### config.mk
export PLATFORM = sky130hd
export DESIGN_NAME = signed_int_to_decimal_ascii
export DESIGN_NICKNAME = d
export VERILOG_FILES = /design/src/rtl/core/sitoa_pkg.sv /design/src/rtl/core/signed_int_to_decimal_ascii.sv /design/src/rtl/core/sitoa_dabble.sv /design/src/rtl/core/sitoa_count.sv /design/src/rtl/core/sitoa_emit.sv
export SDC_FILE = /design/constraint.sdc
export NUM_CORES = 2
export LEC_CHECK = 0
export ABC_CLOCK_PERIOD_IN_PS = 122200
export BUFFER_PORTS_ARGS = -buffer_cell sky130_fd_sc_hd__clkbuf_2
export CORE_AREA = 4 4 492 494
export CTS_BUF_LIST = sky130_fd_sc_hd__clkbuf_8
export CTS_CLUSTER_DIAMETER = 120
export CTS_CLUSTER_SIZE = 24
export DETAILED_ROUTE_END_ITERATION = 7
export DIE_AREA = 0 0 496 498
export PLACE_DENSITY = 0.65
export SYNTH_ARGS = -nofsm -noshare
export SYNTH_HDL_FRONTEND = slang
export SYNTH_SLANG_ARGS = --single-unit
### constraint.sdc
create_clock -name clk -period 122.2 [get_ports clk]
set_clock_uncertainty 0.05 [all_clocks]
set_input_delay 6.11 -clock clk [delete_from_list [all_inputs] [get_ports clk]]
set_output_delay 6.11 -clock clk [all_outputs]
set_load 0.005 [all_outputs]
### src/rtl/core/sitoa_pkg.sv
// Shared constants and types for the signed integer to decimal ASCII converter.
// Used by every module in rtl/core; depends on nothing else.
package sitoa_pkg;

  // Input width that is converted; bits above it are ignored.
  localparam int VALUE_WIDTH    = 64;
  // Most decimal digits ever kept for one number.
  localparam int MAX_DIGITS     = 19;
  // BCD digits carried through the pipeline.
  localparam int STORE_DEPTH    = 20;
  // Most characters emitted for one number, sign included.
  localparam int RESULT_LIMIT   = 20;
  // Magnitude bits consumed by each double dabble stage.
  localparam int BITS_PER_STAGE = 4;

  localparam int DABBLE_STAGES = (VALUE_WIDTH + BITS_PER_STAGE - 1) / BITS_PER_STAGE;
  localparam int MAG_W         = DABBLE_STAGES * BITS_PER_STAGE;
  localparam int BCD_W         = STORE_DEPTH * 4;
  localparam int CNT_W         = $clog2(STORE_DEPTH + 1);
  localparam int IDX_W         = $clog2(STORE_DEPTH);

  localparam int LIMIT_BASE = (MAX_DIGITS < STORE_DEPTH) ? MAX_DIGITS : STORE_DEPTH;
  localparam int LIMIT_POS  = (LIMIT_BASE < RESULT_LIMIT) ? LIMIT_BASE : RESULT_LIMIT;
  localparam int LIMIT_NEG  = (LIMIT_BASE < RESULT_LIMIT - 1) ? LIMIT_BASE
                                                              : RESULT_LIMIT - 1;

  localparam logic [6:0] ASCII_ZERO  = 7'h30;
  localparam logic [6:0] ASCII_MINUS = 7'h2D;

  // Payload of one double dabble pipeline stage.
  typedef struct packed {
    logic             neg;
    logic [BCD_W-1:0] bcd;
    logic [MAG_W-1:0] mag;
  } dabble_t;

  // Converted number handed to the character emitter.
  typedef struct packed {
    logic             neg;
    logic [CNT_W-1:0] count;
    logic [BCD_W-1:0] bcd;
  } digits_t;

endpackage

### src/rtl/core/signed_int_to_decimal_ascii.sv
// Top level of the signed integer to decimal ASCII converter.
// Depends on sitoa_pkg, sitoa_dabble, sitoa_count and sitoa_emit.
//
// Each input transaction carries one signed two's complement integer; the block
// answers with its decimal text as a run of output transactions, one ASCII
// character each, most significant digit first, a leading '-' for negative
// values, and tlast on the final character (zero gives the single character
// '0', no NUL is sent). The most negative value converts correctly because the
// magnitude is formed as an unsigned number. Conversion is a pipeline: one
// register stage forms sign and magnitude, DABBLE_STAGES stages of double
// dabble each shift BITS_PER_STAGE magnitude bits into twenty BCD digits (16
// stages for 64 bits), and one stage counts the significant digits. The
// character emitter at the end sends one character per cycle while the output
// side is ready, so a number of n characters (sign included, 1 to 20) holds the
// emitter until its last character is registered for output; the next number
// is loaded in that same cycle. A number that reaches the counting stage while
// the emitter is busy holds the whole pipeline, so s_tready is low only when the
// counting stage holds a number that the emitter cannot yet take.
module signed_int_to_decimal_ascii (
  input  logic        clk,
  input  logic        rst,
  input  logic        s_tvalid,
  output logic        s_tready,
  input  logic [63:0] s_tdata,   // [63:0] value
  output logic        m_tvalid,
  input  logic        m_tready,
  output logic [7:0]  m_tdata,   // [6:0] character, [7] zero
  output logic        m_tlast    // last_char
);
  import sitoa_pkg::*;

  logic                   adv;
  logic                   emit_take;
  logic                   v0;
  dabble_t                p0;
  logic                   vld [DABBLE_STAGES+1];
  dabble_t                stg [DABBLE_STAGES+1];
  logic                   cnt_valid;
  digits_t                cnt_data;
  logic [VALUE_WIDTH-1:0] raw;
  logic                   raw_neg;
  logic [VALUE_WIDTH-1:0] raw_mag;
  logic [6:0]             character;

  // The whole pipeline moves together whenever its last stage can be emptied.
  assign adv      = !cnt_valid || emit_take;
  assign s_tready = adv;

  // Sign and magnitude; the negation is taken modulo 2^VALUE_WIDTH, which
  // gives the right unsigned magnitude for the most negative value as well.
  assign raw     = s_tdata[VALUE_WIDTH-1:0];
  assign raw_neg = raw[VALUE_WIDTH-1];
  assign raw_mag = raw_neg ? (~raw + VALUE_WIDTH'(1)) : raw;

  always_ff @(posedge clk) begin
    if (rst) begin
      v0 <= 1'b0;
    end else if (adv) begin
      v0 <= s_tvalid;
    end
  end

  always_ff @(posedge clk) begin
    if (adv) begin
      p0.neg <= raw_neg;
      p0.bcd <= '0;
      p0.mag <= MAG_W'(raw_mag);
    end
  end

  assign vld[0] = v0;
  assign stg[0] = p0;

  for (genvar i = 0; i < DABBLE_STAGES; i++) begin : g_dabble
    sitoa_dabble u_stage (
      .clk       (clk),
      .rst       (rst),
      .adv       (adv),
      .in_valid  (vld[i]),
      .in_data   (stg[i]),
      .out_valid (vld[i+1]),
      .out_data  (stg[i+1])
    );
  end

  sitoa_count u_count (
    .clk       (clk),
    .rst       (rst),
    .adv       (adv),
    .in_valid  (vld[DABBLE_STAGES]),
    .in_data   (stg[DABBLE_STAGES]),
    .out_valid (cnt_valid),
    .out_data  (cnt_data)
  );

  sitoa_emit u_emit (
    .clk       (clk),
    .rst       (rst),
    .in_valid  (cnt_valid),
    .in_data   (cnt_data),
    .take      (emit_take),
    .m_tvalid  (m_tvalid),
    .m_tready  (m_tready),
    .character (character),
    .last_char (m_tlast)
  );

  assign m_tdata = {1'b0, character};

endmodule

### src/rtl/core/sitoa_dabble.sv
// One double dabble stage: shifts BITS_PER_STAGE magnitude bits into the BCD digits.
// Depends on sitoa_pkg.
module sitoa_dabble (
  input  logic              clk,
  input  logic              rst,
  input  logic              adv,
  input  logic              in_valid,
  input  sitoa_pkg::dabble_t in_data,
  output logic              out_valid,
  output sitoa_pkg::dabble_t out_data
);
  import sitoa_pkg::*;

  dabble_t nxt;

  always_comb begin
    logic [BCD_W-1:0] bcd;
    logic [MAG_W-1:0] mag;
    bcd = in_data.bcd;
    mag = in_data.mag;
    for (int b = 0; b < BITS_PER_STAGE; b++) begin
      for (int d = 0; d < STORE_DEPTH; d++) begin
        if (bcd[d*4 +: 4] >= 4'd5) begin
          bcd[d*4 +: 4] = bcd[d*4 +: 4] + 4'd3;
        end
      end
      bcd = {bcd[BCD_W-2:0], mag[MAG_W-1]};
      mag = {mag[MAG_W-2:0], 1'b0};
    end
    nxt.neg = in_data.neg;
    nxt.bcd = bcd;
    nxt.mag = mag;
  end

  always_ff @(posedge clk) begin
    if (rst) begin
      out_valid <= 1'b0;
    end else if (adv) begin
      out_valid <= in_valid;
    end
  end

  always_ff @(posedge clk) begin
    if (adv) begin
      out_data <= nxt;
    end
  end

endmodule

### src/rtl/core/sitoa_count.sv
// Counts the significant decimal digits and clamps them to the character budget.
// Depends on sitoa_pkg.
module sitoa_count (
  input  logic               clk,
  input  logic               rst,
  input  logic               adv,
  input  logic               in_valid,
  input  sitoa_pkg::dabble_t in_data,
  output logic               out_valid,
  output sitoa_pkg::digits_t out_data
);
  import sitoa_pkg::*;

  logic [CNT_W-1:0] sig;
  logic [CNT_W-1:0] limit;
  digits_t          nxt;

  // Zero still has one digit, so the count starts at one.
  always_comb begin
    sig = CNT_W'(1);
    for (int d = 0; d < STORE_DEPTH; d++) begin
      if (in_data.bcd[d*4 +: 4] != 4'd0) begin
        sig = CNT_W'(d + 1);
      end
    end
    limit     = in_data.neg ? CNT_W'(LIMIT_NEG) : CNT_W'(LIMIT_POS);
    nxt.neg   = in_data.neg;
    nxt.count = (sig > limit) ? limit : sig;
    nxt.bcd   = in_data.bcd;
  end

  always_ff @(posedge clk) begin
    if (rst) begin
      out_valid <= 1'b0;
    end else if (adv) begin
      out_valid <= in_valid;
    end
  end

  always_ff @(posedge clk) begin
    if (adv) begin
      out_data <= nxt;
    end
  end

endmodule

### src/rtl/core/sitoa_emit.sv
// Character emitter: sends a number's sign and digits, one per unstalled cycle.
// Depends on sitoa_pkg.
module sitoa_emit (
  input  logic               clk,
  input  logic               rst,
  input  logic               in_valid,
  input  sitoa_pkg::digits_t in_data,
  output logic               take,
  output logic               m_tvalid,
  input  logic               m_tready,
  output logic [6:0]         character,
  output logic               last_char
);
  import sitoa_pkg::*;

  logic             busy;
  logic             sign_pend;
  logic [CNT_W-1:0] remain;
  logic [3:0]       digits [STORE_DEPTH];
  logic             out_free;
  logic             produce;
  logic             finishing;
  logic [IDX_W-1:0] idx;
  logic [3:0]       digit;

  assign out_free  = !m_tvalid || m_tready;
  assign produce   = busy && out_free;
  assign finishing = produce && !sign_pend && (remain == CNT_W'(1));
  assign take      = !busy || finishing;
  assign idx       = IDX_W'(remain - CNT_W'(1));
  assign digit     = digits[idx];

  always_ff @(posedge clk) begin
    if (rst) begin
      busy      <= 1'b0;
      sign_pend <= 1'b0;
      remain    <= '0;
      m_tvalid  <= 1'b0;
    end else begin
      if (m_tvalid && m_tready) begin
        m_tvalid <= 1'b0;
      end
      if (produce) begin
        m_tvalid <= 1'b1;
        if (sign_pend) begin
          sign_pend <= 1'b0;
        end else begin
          remain <= remain - CNT_W'(1);
        end
      end
      if (take && in_valid) begin
        busy      <= 1'b1;
        sign_pend <= in_data.neg;
        remain    <= in_data.count;
      end else if (finishing) begin
        busy <= 1'b0;
      end
    end
  end

  always_ff @(posedge clk) begin
    if (take && in_valid) begin
      for (int d = 0; d < STORE_DEPTH; d++) begin
        digits[d] <= in_data.bcd[d*4 +: 4];
      end
    end
    if (produce) begin
      character <= sign_pend ? ASCII_MINUS : (ASCII_ZERO + {3'b000, digit});
      last_char <= !sign_pend && (remain == CNT_W'(1));
    end
  end

endmodule

==> impl_metrics.env <==
export IMPL_rsz0062_at_grt="false"
export IMPL_min_period_ps=13610
export IMPL_synth_warnings=0
export IMPL_max_cap_viol_count=0
export IMPL_wirelength_um=204000
export IMPL_syn_to_final_growth_pct=4.50
export IMPL_avgSynthCellArea_um2=9.86
export IMPL_vias=83100
export IMPL_tns_ps=0
export IMPL_top_usage_layer="met2"
export IMPL_status="finished, final reports clean"
export IMPL_h_tree_depth=3
export IMPL_wire_per_inst_um=13.4
export IMPL_ctsHoldBuffers=0
export IMPL_antenna_found_initial=4
export IMPL_fp_row_count=179
export IMPL_grt_overflow_total=0
export IMPL_die_area_mm2=0.247
export IMPL_cts_buffers=74
export IMPL_cp_slowest_cell="inv_8"
export IMPL_hpwl_um=159000
export IMPL_report_final_slew_viol_count=0
export IMPL_hold_viol=0
export IMPL_cts_resized=0
export IMPL_cts_tree="yes"
export IMPL_path_class="in -> out"
export IMPL_io_buffers=75
export IMPL_met1_usage_pct=18.8
export IMPL_clkLatencyLatePin_ps=890
export IMPL_grt_met3_usage_pct=1.62
export IMPL_crit_chain="clkbuf_2 > nand2b_1 > nand2_1 > nand2_1 > nor2_1 > buf_4 > inv_8 > clkbuf_2"
export IMPL_ios=79
export IMPL_yosysSeqAreaShare_pct=37.1
export IMPL_gp_congestion=0.803
export IMPL_drc=0
export IMPL_ys_ff_latch=1469
export IMPL_cp_arrival_ps=7440
export IMPL_grt_max_degree=188
export IMPL_grt_pass1_vias=81800
export IMPL_die_h_um=498
export IMPL_worstMarginPinSlew_ps=1050
export IMPL_start_util_pct=49.8
export IMPL_die_x_um=496
export IMPL_slowest_delay_ps=370
export IMPL_cts_clk_slew_worst_paths_ps=140
export IMPL_r2r_slack_ps=116440
export IMPL_drt_iter0_drc=3400
export IMPL_slew_headroom_pct=29.9
export IMPL_critPathCaptureType="primary output"
export IMPL_antenna_left=0
export IMPL_fin_crit_sh_pct=11.1
export IMPL_cp_data_required_time_ps=116040
export IMPL_synthDistinctLibCells=89
export IMPL_path_max_fanout=61
export IMPL_synth_async_reset_ratio_pct=0
export IMPL_postCtsSetupBuffers=0
export IMPL_synth_edf_count=1443
export IMPL_final_fill_count=21100
export IMPL_grt_pass1_wl_um=353000
export IMPL_synth_flop_cell="edfxtp_1"
export IMPL_via_per_inst=5.45
export IMPL_cts_max_path_buffers=3
export IMPL_dr_pass1_iters=5
export IMPL_fmax_ghz=0.0735
export IMPL_synth_area_mm2=0.118
export IMPL_cts_root_buffer="clkbuf_8"
export IMPL_use_met2_pct=31.1
export IMPL_finalSetupViolCount=0
export IMPL_drive_above_1_share_pct=6.63
export IMPL_track_usage_pct=16.1
export IMPL_cts_sinks=1469
export IMPL_start_kind="input port"
export IMPL_core_area_mm2=0.237
export IMPL_fin_nets=13400
export IMPL_hold_class="reg -> reg"
export IMPL_syn_inst=12000
==> state kept, by name (all words and copies together) (netlist names) <==
signal                      flops
v0                              1
u_emit.busy                     1
u_count.out_valid               1
u_count.out_data               86
g_dabble.u_stage.out_data    1206
g_dabble.u_stage.out_valid     16
u_emit.remain                   5
u_emit.last_char                1
p0                             65
u_emit.m_tvalid                 1
u_emit.digits                  80
u_emit.character                5
u_emit.sign_pend                1
==> cell usage after synthesis, types with 36 or more instances <==
cell | instances | area (µm²)
o21bai_1 | 135 | 1010
o211ai_1 | 48 | 360
o21a_1 | 44 | 330
nor3_1 | 222 | 1110
inv_1 | 1476 | 5540
xor2_1 | 110 | 963
nor2b_1 | 496 | 3100
o31ai_1 | 166 | 1250
a211oi_1 | 176 | 1320
or2_2 | 72 | 450
a21o_1 | 183 | 1370
edfxtp_1 | 1443 | 43300
a211o_1 | 109 | 955
and2_1 | 95 | 594
xnor2_1 | 491 | 4300
mux2i_1 | 721 | 7220
or3_1 | 36 | 225
o21ai_0 | 762 | 3810
o22ai_1 | 47 | 294
mux2_2 | 386 | 4350
a21oi_1 | 459 | 2300
a2bb2oi_1 | 104 | 911
a221oi_1 | 95 | 832
nand2_1 | 684 | 2570
a21boi_0 | 42 | 315
clkbuf_1 | 112 | 420
nor2_1 | 756 | 2840
nor3b_1 | 134 | 1010
or4b_2 | 47 | 470
ha_1 | 1319 | 16500
a31oi_1 | 116 | 726
nand2b_1 | 438 | 2740
==> layout by cell type, fill, tap and decap left out, types with 134 or more instances in the layout <==
| cell | netlist | routed |
|---|---|---|
| inv_1 | 1476 | 1481 |
| o21bai_1 | 135 | 135 |
| a21o_1 | 183 | 183 |
| o21ai_0 | 762 | 762 |
| nand2b_1 | 438 | 438 |
| mux2_2 | 386 | 386 |
| xnor2_1 | 491 | 491 |
| a211oi_1 | 176 | 176 |
| nor3b_1 | 134 | 134 |
| nor2_1 | 756 | 756 |
| a21oi_1 | 459 | 459 |
| nand2_1 | 684 | 684 |
| nor3_1 | 222 | 222 |
| mux2i_1 | 721 | 721 |
| o31ai_1 | 166 | 166 |
| edfxtp_1 | 1443 | 1443 |
| nor2b_1 | 496 | 496 |
| ha_1 | 1319 | 1319 |
==> stage by stage <==
step / setup WS (ps) / hold slack (ps) / instances / util [%] / cell area, µm²
finish: 108600 / 363 / 15200 / 52.1 / 124000
global route: 108460 / 370 / 15200 / 52.1 / 124000
CTS: 108580 / 359 / 15200 / 52.1 / 124000
detailed placement: 108590 / 355 / 15100 / 51.5 / 122000
global placement: 108540 / 350 / 15100 / 51.5 / 122000
floorplan: 72750 / 350 / 12000 / - / 118000
==> per-layer routing <==
metal | up-vias | routed length (µm)
met5 | - | 12
met4 | 2 | 4090
met3 | 199 | 4380
met2 | 586 | 106000
met1 | 39300 | 89100
li1 | 43000 | -
==> cell families (layout without fill, tap and decap cells) <==
kind of cell,count (synthesis),after routing,share of synthesized area (%)
and+or+nand+nor,3154,3154,13.9
DFF,1469,1469,37.1
AOI/OAI and AO/OA,2724,2724,15.3
xor gates and xnor gates,601,601,4.45
muxes,1131,1131,10.2
other,2,4,0.00635
buffers and inverters,1597,1673,5.08
adders and majority gates,1319,1319,14.0
==> final timing paths <==
| kind | end | from | cells past startpoint |
|---|---|---|---|
| worst max-delay path | s_tready | m_tready | 8 |
| worst min register to register | g_dabble[12].u_stage.out_data[55]$_DFFE_PP_ | g_dabble[11].u_stage.out_data[51]$_DFFE_PP_ | 0 |
| worst max register to register | p0[38]$_DFFE_PP_ | u_emit.remain[0]$_SDFFE_PP0P_ | 12 |
| worst min-delay path | g_dabble[12].u_stage.out_data[55]$_DFFE_PP_ | g_dabble[11].u_stage.out_data[51]$_DFFE_PP_ | 0 |
==> worst max-delay path, delay by kind of cell <==
| kind | cells | cell delay, ps |
|---|---|---|
| buffers and inverters | 4 | 890 |
| AND/OR/NAND/NOR | 4 | 350 |
==> cell type report <==
cell class	count	area, µm²	share of cell area (%)
Inverter	1477	5550	4.49
Multi-Input combinational cell	8932	68400	55.4
Antenna cell	1	2.50	0.00202
Clock inverter	28	225	0.182
Sequential cell	1469	43900	35.5
Tap cell	3167	3960	3.21
Clock buffer	74	1020	0.824
Timing Repair Buffer	94	568	0.460
Power is not shown: default switching activity piles up to over one toggle a cycle in this logic, so the estimate is an artifact.
